`config.mk`:
```
export PLATFORM = sky130hd
export DESIGN_NAME = alpha_over_composite_unit
export DESIGN_NICKNAME = d
export VERILOG_FILES = /design/src/aoc_pkg.sv /design/src/aoc_front.sv /design/src/aoc_div_stage.sv /design/src/alpha_over_composite_unit.sv
export SDC_FILE = /design/constraint.sdc
export NUM_CORES = 2
export LEC_CHECK = 0
export BUFFER_PORTS_ARGS = -buffer_cell sky130_fd_sc_hd__buf_4
export CAP_MARGIN = 40
export CORE_MARGIN = 2
export CORE_UTILIZATION = 60
export CTS_BUF_LIST = sky130_fd_sc_hd__clkbuf_4 sky130_fd_sc_hd__clkbuf_8
export DETAILED_ROUTE_END_ITERATION = 10
export GPL_TIMING_DRIVEN = 0
export PLACE_DENSITY_LB_ADDON = 0.12
export SLEW_MARGIN = 5
export SYNTH_ARGS = -nofsm -noshare
export SYNTH_HDL_FRONTEND = slang
export SYNTH_SLANG_ARGS = --single-unit
```
`constraint.sdc`:
```
create_clock -name i_clk -period 25.9 [get_ports i_clk]
set_clock_uncertainty 0.1 [all_clocks]
set_input_delay 7.77 -clock i_clk [delete_from_list [all_inputs] [get_ports i_clk]]
set_output_delay 7.77 -clock i_clk [all_outputs]
set_load 0.05 [all_outputs]
```
`src/aoc_pkg.sv`:
```
// ----------------------------------------------------------------------------
// aoc_pkg: shared types and constants for the alpha-over compositing pipeline.
// Holds the channel constants and the payload record that moves between the
// front end and the pipelined divider stages.
// ----------------------------------------------------------------------------
package aoc_pkg;

    // Full-scale value of one 8-bit channel.
    localparam logic [7:0] CHAN_MAX = 8'd255;

    // Number of color channels that go through the divider.
    localparam int NUM_CHAN = 3;

    // Quotient bits resolved in each divider stage, and the stage count.
    localparam int STEPS_PER_STAGE = 2;
    localparam int DIV_STAGES      = 8 / STEPS_PER_STAGE;

    typedef logic [7:0]  t_chan;
    typedef logic [15:0] t_cov;

    // Payload of one pixel inside the divider.
    // rem holds the partial remainder, quo the numerator bits not yet used
    // in its upper part and the quotient bits gathered so far in its lower part.
    typedef struct packed {
        logic [NUM_CHAN-1:0][15:0] rem;
        logic [NUM_CHAN-1:0][7:0]  quo;
        t_cov                      den;
        t_chan                     alpha;
        logic                      zero;
    } t_div;

endpackage

```
`src/aoc_front.sv`:
```
// ----------------------------------------------------------------------------
// aoc_front: coverage and numerator stages of the alpha-over pipeline.
// Stage A forms the weighted background coverage and the foreground products,
// stage B forms the three color numerators, the scaled coverage and the
// output alpha, and loads the divider record.
// ----------------------------------------------------------------------------
module aoc_front (
    input  logic                                  i_clk,
    input  logic                                  i_rst_n,
    input  logic                                  i_valid,
    output logic                                  o_ready,
    input  logic [aoc_pkg::NUM_CHAN-1:0][7:0]     i_fg,
    input  aoc_pkg::t_chan                        i_fg_alpha,
    input  logic [aoc_pkg::NUM_CHAN-1:0][7:0]     i_bg,
    input  aoc_pkg::t_chan                        i_bg_alpha,
    output logic                                  o_valid,
    input  logic                                  i_ready,
    output aoc_pkg::t_div                         o_data
);

    // Stage A registers.
    logic                                  r_a_vld;
    aoc_pkg::t_chan                        r_a;
    aoc_pkg::t_cov                         r_w;
    logic [aoc_pkg::NUM_CHAN-1:0][15:0]    r_fp;
    logic [aoc_pkg::NUM_CHAN-1:0][7:0]     r_cb;

    // Stage A next values.
    aoc_pkg::t_cov                         n_w;
    logic [aoc_pkg::NUM_CHAN-1:0][15:0]    n_fp;

    // Stage B registers and next value.
    logic                                  r_b_vld;
    aoc_pkg::t_div                         r_b_data;
    aoc_pkg::t_div                         n_b_data;

    logic                                  ready_a;
    logic                                  ready_b;

    // A stage takes a new item when it is empty or its content moves on.
    assign ready_b = !r_b_vld || i_ready;
    assign ready_a = !r_a_vld || ready_b;
    assign o_ready = ready_a;

    // Stage A: background weight b*(255-a) and foreground products cf*a.
    always_comb begin
        n_w = 16'(i_bg_alpha) * 16'(aoc_pkg::CHAN_MAX - i_fg_alpha);
        for (int ch = 0; ch < aoc_pkg::NUM_CHAN; ch++) begin
            n_fp[ch] = 16'(i_fg[ch]) * 16'(i_fg_alpha);
        end
    end

    always_ff @(posedge i_clk) begin
        if (!i_rst_n) begin
            r_a_vld <= 1'b0;
        end else if (ready_a) begin
            r_a_vld <= i_valid;
        end
    end

    always_ff @(posedge i_clk) begin
        if (ready_a && i_valid) begin
            r_a  <= i_fg_alpha;
            r_w  <= n_w;
            r_fp <= n_fp;
            r_cb <= i_bg;
        end
    end

    // Stage B: numerators 255*cf*a + cb*w, coverage D = 255*a + w, and
    // alpha = floor(D/255) through the reciprocal form (D + 1 + D/256) / 256.
    always_comb begin
        logic [16:0] den_sum;
        logic [16:0] alpha_sum;
        logic [23:0] num;
        den_sum   = 17'({r_a, 8'h00}) - 17'(r_a) + 17'(r_w);
        n_b_data.den   = den_sum[15:0];
        alpha_sum = 17'(den_sum[15:0]) + 17'd1 + 17'(den_sum[15:8]);
        n_b_data.alpha = alpha_sum[15:8];
        n_b_data.zero  = (den_sum[15:0] == 16'd0);
        for (int ch = 0; ch < aoc_pkg::NUM_CHAN; ch++) begin
            num = 24'({r_fp[ch], 8'h00}) - 24'(r_fp[ch])
                + 24'(r_cb[ch]) * 24'(r_w);
            // The upper part is already below D, so it seeds the remainder.
            n_b_data.rem[ch] = num[23:8];
            n_b_data.quo[ch] = num[7:0];
        end
    end

    always_ff @(posedge i_clk) begin
        if (!i_rst_n) begin
            r_b_vld <= 1'b0;
        end else if (ready_b) begin
            r_b_vld <= r_a_vld;
        end
    end

    always_ff @(posedge i_clk) begin
        if (ready_b && r_a_vld) begin
            r_b_data <= n_b_data;
        end
    end

    assign o_valid = r_b_vld;
    assign o_data  = r_b_data;

endmodule

```
`src/aoc_div_stage.sv`:
```
// ----------------------------------------------------------------------------
// aoc_div_stage: one stage of the pipelined restoring divider.
// Resolves two quotient bits for each color channel by shifting the next
// numerator bit into the partial remainder and subtracting the coverage
// where it fits.
// ----------------------------------------------------------------------------
module aoc_div_stage (
    input  logic           i_clk,
    input  logic           i_rst_n,
    input  logic           i_valid,
    output logic           o_ready,
    input  aoc_pkg::t_div  i_data,
    output logic           o_valid,
    input  logic           i_ready,
    output aoc_pkg::t_div  o_data
);

    logic           r_vld;
    aoc_pkg::t_div  r_data;
    aoc_pkg::t_div  n_data;

    assign o_ready = !r_vld || i_ready;

    // Two shift-compare-subtract steps per channel.
    always_comb begin
        logic [16:0] trial;
        logic [15:0] rem;
        logic [7:0]  quo;
        logic        fits;
        n_data = i_data;
        for (int ch = 0; ch < aoc_pkg::NUM_CHAN; ch++) begin
            rem = i_data.rem[ch];
            quo = i_data.quo[ch];
            for (int s = 0; s < aoc_pkg::STEPS_PER_STAGE; s++) begin
                trial = {rem, quo[7]};
                fits  = (trial >= {1'b0, i_data.den});
                if (fits) begin
                    trial = trial - {1'b0, i_data.den};
                end
                rem = trial[15:0];
                quo = {quo[6:0], fits};
            end
            n_data.rem[ch] = rem;
            n_data.quo[ch] = quo;
        end
    end

    always_ff @(posedge i_clk) begin
        if (!i_rst_n) begin
            r_vld <= 1'b0;
        end else if (o_ready) begin
            r_vld <= i_valid;
        end
    end

    always_ff @(posedge i_clk) begin
        if (o_ready && i_valid) begin
            r_data <= n_data;
        end
    end

    assign o_valid = r_vld;
    assign o_data  = r_data;

endmodule

```
`src/alpha_over_composite_unit.sv`:
```
// Throughput: one pixel per cycle while i_stall is low; two front stages,
// then four divider stages that each resolve two quotient bits of the three
// color channels. A stalled result holds only the stages behind it that are
// full; empty stages keep taking pixels. Reset clears the stage valid bits
// only.
// ----------------------------------------------------------------------------
// alpha_over_composite_unit: straight-alpha RGBA8 "over" compositor.
// Composites one foreground pixel onto one background pixel per transfer,
// with exact integer arithmetic and truncation.
// ----------------------------------------------------------------------------
module alpha_over_composite_unit (
    input  logic       i_clk,
    input  logic       i_rst_n,
    input  logic       i_valid,
    output logic       o_stall,
    input  logic [7:0] i_fg_red,
    input  logic [7:0] i_fg_green,
    input  logic [7:0] i_fg_blue,
    input  logic [7:0] i_fg_alpha,
    input  logic [7:0] i_bg_red,
    input  logic [7:0] i_bg_green,
    input  logic [7:0] i_bg_blue,
    input  logic [7:0] i_bg_alpha,
    output logic       o_valid,
    input  logic       i_stall,
    output logic [7:0] o_out_red,
    output logic [7:0] o_out_green,
    output logic [7:0] o_out_blue,
    output logic [7:0] o_out_alpha
);

    logic                                  vld [0:aoc_pkg::DIV_STAGES];
    logic                                  rdy [0:aoc_pkg::DIV_STAGES];
    aoc_pkg::t_div                         dat [0:aoc_pkg::DIV_STAGES];
    logic [aoc_pkg::NUM_CHAN-1:0][7:0]     fg;
    logic [aoc_pkg::NUM_CHAN-1:0][7:0]     bg;
    logic                                  front_ready;
    aoc_pkg::t_div                         last;

    assign fg = {i_fg_blue, i_fg_green, i_fg_red};
    assign bg = {i_bg_blue, i_bg_green, i_bg_red};

    // Products, numerators, coverage and alpha.
    aoc_front u_front (
        .i_clk      (i_clk),
        .i_rst_n    (i_rst_n),
        .i_valid    (i_valid),
        .o_ready    (front_ready),
        .i_fg       (fg),
        .i_fg_alpha (i_fg_alpha),
        .i_bg       (bg),
        .i_bg_alpha (i_bg_alpha),
        .o_valid    (vld[0]),
        .i_ready    (rdy[0]),
        .o_data     (dat[0])
    );

    assign o_stall = !front_ready;

    // Divider chain, two quotient bits per stage.
    for (genvar g = 0; g < aoc_pkg::DIV_STAGES; g++) begin : g_div
        aoc_div_stage u_stage (
            .i_clk   (i_clk),
            .i_rst_n (i_rst_n),
            .i_valid (vld[g]),
            .o_ready (rdy[g]),
            .i_data  (dat[g]),
            .o_valid (vld[g+1]),
            .i_ready (rdy[g+1]),
            .o_data  (dat[g+1])
        );
    end

    assign rdy[aoc_pkg::DIV_STAGES] = !i_stall;
    assign last = dat[aoc_pkg::DIV_STAGES];

    // Result: zero coverage gives an all-zero pixel.
    assign o_valid     = vld[aoc_pkg::DIV_STAGES];
    assign o_out_red   = last.zero ? 8'd0 : last.quo[0];
    assign o_out_green = last.zero ? 8'd0 : last.quo[1];
    assign o_out_blue  = last.zero ? 8'd0 : last.quo[2];
    assign o_out_alpha = last.alpha;

    // With the output side free, every stage can move, so the input is open.
    a_open_when_free: assert property (@(posedge i_clk) disable iff (!i_rst_n)
        !i_stall |-> !o_stall)
        else $error("input stalled while the output side takes transfers");

    // The finished remainder of every channel lies below the coverage.
    a_rem_below_den: assert property (@(posedge i_clk) disable iff (!i_rst_n)
        (o_valid && !last.zero) |->
        (last.rem[0] < last.den) && (last.rem[1] < last.den)
        && (last.rem[2] < last.den))
        else $error("divider remainder not reduced below the coverage");

    // Alpha is the floor of the coverage over 255.
    a_alpha_floor: assert property (@(posedge i_clk) disable iff (!i_rst_n)
        o_valid |->
        (17'(last.alpha) * 17'(aoc_pkg::CHAN_MAX) <= 17'(last.den))
        && (17'(last.den) < 17'(last.alpha) * 17'(aoc_pkg::CHAN_MAX)
        + 17'(aoc_pkg::CHAN_MAX)))
        else $error("output alpha does not match the coverage");

    // Zero coverage travels with a zero alpha.
    a_zero_alpha: assert property (@(posedge i_clk) disable iff (!i_rst_n)
        (o_valid && last.zero) |-> (o_out_alpha == 8'd0))
        else $error("zero coverage with a nonzero alpha");

endmodule

```
# == Yosys cells after proc, flatten, opt, wreduce, memory -nomap -nowiden ==
# Index checks and enable logic that the tools add are counted.
# word_totals
regBits,523
word_cells,163
# op_classes
n_lt_le_gt_ge,24
add_sub_neg,32
multipliers,7
n_mux,24
n_reduce_logical,21
# op_table
cell,n
17-bit by 16-bit >= comparator with 1-bit output,24
16-bit 2-to-1 mux,21
16-bit subtractor,21
24-bit adder,3
8-bit by 16-bit multiplier with 24-bit output,3
24-bit by 16-bit subtractor with 24-bit output,3
8-bit by 8-bit multiplier with 16-bit output,3
8-bit 2-to-1 mux,3
"16-bit by 1-bit adder with 16-bit output, second input constant",1
16-bit adder,1
16-bit by 8-bit adder with 16-bit output,1
16-bit zero test,1
8-bit by 16-bit multiplier with 16-bit output,1
16-bit by 8-bit subtractor with 16-bit output,1
"8-bit by 8-bit subtractor with 9-bit output, first input constant",1
1-bit zero test,8
1-bit logical AND,6
1-bit logical OR,6

# == Longest topological paths before layout ==
# logic_depth
word_depth,8
depth_mapped,24
ltp_nobuf,23

# == Hierarchy ==
# From an unflattened synthesis, not the netlist that was laid out.
# hier_totals
cells_unflattened,6457
area_unflattened_um2,64594.5
# by_module_without_submodules
mod,cells_each,instances,area_each_um2
aoc_front,3038,1,30003.8
aoc_div_stage (g_div[0].u_stage ...),855,3,8587.0
aoc_div_stage (g_div[1].u_stage),826,1,8609.5
alpha_over_composite_unit,28,1,220.2

# == Worst setup path before layout ==
# No wires, ideal clock.
# synth_path
path_kind,input port to output port
from,input port i_stall
to,output port o_stall
required_time_ps,18030
path_stages,3
t_arrival_ps,8701
path_slack_ps,9329
cell_sequence,and3_1 and3_1 and3_1
# synth_between
elab_chain_len,8
# synth_lines
element,line_no,rtl
from (decl),alpha_over_composite_unit.sv:25,"input logic i_stall,"
1-bit zero test,alpha_over_composite_unit.sv:74,assign rdy[aoc_pkg::DIV_STAGES] = !i_stall;
1-bit logical OR (4 in a row),aoc_div_stage.sv:22,assign o_ready = !r_vld || i_ready;
1-bit logical OR,aoc_front.sv:41,assign ready_b = !r_b_vld || i_ready;
1-bit logical OR,aoc_front.sv:42,assign ready_a = !r_a_vld || ready_b;
1-bit zero test,alpha_over_composite_unit.sv:58,assign o_stall = !front_ready;
to (decl),alpha_over_composite_unit.sv:15,"output logic o_stall,"
# No other way between the ends.

# == Worst setup path in the final report ==
# Ends and elaborated chain as after synthesis.

==> flow_summary.json <==
{
  "status": "finished clean",
  "start_kind": "primary input",
  "cts_tree": "yes",
  "root_buffer": "clkbuf_8",
  "fin_crit_ns": 17.00,
  "crit_path_start": "i_stall",
  "regToRegSetupSlack_ns": 18.39,
  "die_area_sq_um": 102000,
  "grt.total_usage_pct": 30.0,
  "maxCapViolations": 0,
  "overflow": 0,
  "synth_ff_type": "edfxtp_1",
  "post_cts_buffers": 0,
  "ff2ff_path_depth": 24,
  "numClockSinks": 523,
  "rsz0062_at_grt": "false",
  "r2r-start": "u_front.o_data[10]",
  "yosys.area.top_type": "edfxtp_1",
  "drt_wl_total_um": 150000,
  "avgSynthCellArea_sq_um": 9.95,
  "die_h_um": 319,
  "crit_path_frequent_cell": "and3_1",
  "ioPinCount": 102,
  "dp_hpwl_um": 124000,
  "endpoint_kind": "output port",
  "insertion_delay_ns": 0.74,
  "cts_buffer_depth": 3,
  "cp.required_ns": 18.03,
  "fp.coreArea_sq_um": 98300,
  "synthDistinctLibCells": 89,
  "crit_slowest_cell": "and3_1",
  "finalSetupTns_ns": 0,
  "ys_ff_latch": 523,
  "slowest_delay_ns": 0.39,
  "grt_pass1_vias": 44700,
  "cp.depth": 5,
  "grt_max_degree": 34,
  "max_slew_margin_pct": 33.4,
  "cp-endpoint": "o_stall",
  "critPathMaxFanout": 5,
  "rr_endpoint": "g_div[0].u_stage.o_data[60]",
  "synthTopCellsByArea": "edfxtp_1 26%, fa_1 17%, ha_1 15%",
  "tightest_slew_ns": 0.998,
  "postCtsHoldBufs": 0,
  "path_clk_slew_ns": 0.07,
  "yosysMostFrequentCell": "inv_1",
  "setup_viol": 0,
  "syn_nets": 7283,
  "cp_top_family": "simple AND/OR/NAND/NOR gates",
  "finalHoldViolCount": 0,
  "cp.arrival_ns": 9.13,
  "path_buf_inv": 2,
  "antenna_found_initial": 3,
  "grt_pass1_wl_um": 239000,
  "syn_inst": 5975,
  "initial_core_util_pct": 60.5,
  "synth-edff-count": 517,
  "gp_congestion": 0.969,
  "nets": 7499,
  "drt_iter0_drc": 2199,
  "cts_htree_levels": 3,
  "routedWlPerCell_um": 19.8,
  "finalCritPeriodShare_pct": 65.6,
  "slew_violations": 0,
  "seq_area_frac_synth_pct": 26.3,
  "critPathKind": "in2out",
  "synth_top_cell_area_share_pct": 26.1,
  "ys_warn_count": 0,
  "port_buffers": 98,
  "area_growth_pct": 8.11,
  "hp-class": "reg2reg",
  "num_rows": 115,
  "die_w_um": 319,
  "syn_area_sq_um": 59400,
  "crit_chain": "buf_4 -> and3_1 -> and3_1 -> and3_1 -> buf_4",
  "ys_top_cells_by_count": "848 x inv_1, 735 x ha_1, 517 x edfxtp_1",
  "vias": 43000,
  "drtPass1Iterations": 7,
  "synthArstFlopShare_pct": 0,
  "cts_buffers": 87,
  "fmax_mhz": 58.8,
  "drc": 0,
  "ant_nets": 0,
  "postCtsResizedCells": 0,
  "viasPerCell": 5.69,
  "drive_above_1_share_pct": 9.15
}
-- metrics by stage --
stage	utilization, %	instance area (sq um)	hold slack (ns)	setup WS, ns	cells
3_5_place_dp	63.4	62300	0.305	8.91	7388
3_3_place_gp	62.9	61800	0.301	6.84	7360
2_1_floorplan	-	59400	0.300	9.33	5975
6_report	65.4	64200	0.302	8.90	7554
5_1_grt	65.4	64200	0.315	8.83	7554
4_1_cts	65.4	64200	0.303	8.90	7551
-- final cells by class --
type / instances / area [sq um]
buffer: 131 / 546
fill: 8109 / 34000
multi-input combinational: 4471 / 40100
inverter: 850 / 3190
tap: 1287 / 1610
clock buffer: 111 / 1400
sequential: 523 / 15600
antenna: 2 / 5.00
clock inverter: 52 / 534
timing repair buffer: 127 / 1220
-- routing by layer --
metal  global-route usage [%]  up-vias  share of wire [%]
li1                         -    20900                  -
met1                     35.3    20400                 40
met2                     51.7     1194                 48
met3                     3.17      450                4.3
met4                     20.3        2                7.8
met5                        0        -             0.0087
-- how the worst min path moves through the flow --
stage | start | to | slack (ns) | cells past startpoint
floorplan | u_front.o_data[0] | g_div[0].u_stage.o_data[0] | 0.30 | 0
global placement | g_div[1].u_stage.o_data[2] | g_div[2].u_stage.o_data[2] | 0.30 | 0
detailed placement | u_front.o_data[29] | g_div[0].u_stage.o_data[31] | 0.30 | 0
CTS | u_front.o_data[43] | g_div[0].u_stage.o_data[45] | 0.30 | 0
global route | g_div[0].u_stage.o_data[44] | g_div[1].u_stage.o_data[46] | 0.32 | 0
finish | u_front.o_data[43] | g_div[0].u_stage.o_data[45] | 0.30 | 0
-- cell families (layout without fill, tap and decap cells) --
family / after synthesis / in the layout / synth area share, %
AOI/OAI and AO/OA: 1006 / 1006 / 11.1
xor gates and xnor gates: 378 / 378 / 5.57
adders and majority gates: 1240 / 1240 / 32.5
buffers and inverters: 981 / 1271 / 6.29
DFF: 523 / 523 / 26.3
muxes: 251 / 251 / 4.70
other: 0 / 2 / 0
and+or+nand+nor: 1596 / 1596 / 13.5
-- sequential cells by signal, summed over array words and instances (netlist names) --
signal / count
u_front.r_a_vld: 1
g_div.u_stage.o_data: 324
u_front.o_data: 97
u_front.r_cb: 24
u_front.r_w: 16
u_front.r_a: 8
g_div.u_stage.o_valid: 4
u_front.r_fp: 48
u_front.o_valid: 1
-- cells in the final DEF (no fill, tap or decap), drive strengths merged, types with 25 or more instances in the layout --
cell type and count:
a211oi 29, a21boi 26, a21o 96, a21oi 290, a31oi 29, and2 304
and3 25, buf 152, clkbuf 217, clkinv 35, edfxtp 517, fa 505
ha 735, inv 855, mux2 222, mux2i 29, nand2 472, nand2b 81
nand3 69, nand4 62, nor2 275, nor2b 128, nor3 74, o21a 70
o21ai 211, o21bai 43, o31ai 26, or3 26, xnor2 255, xor2 123
Power is not shown: default switching activity piles up to over one toggle a cycle in this logic, so the estimate is an artifact.
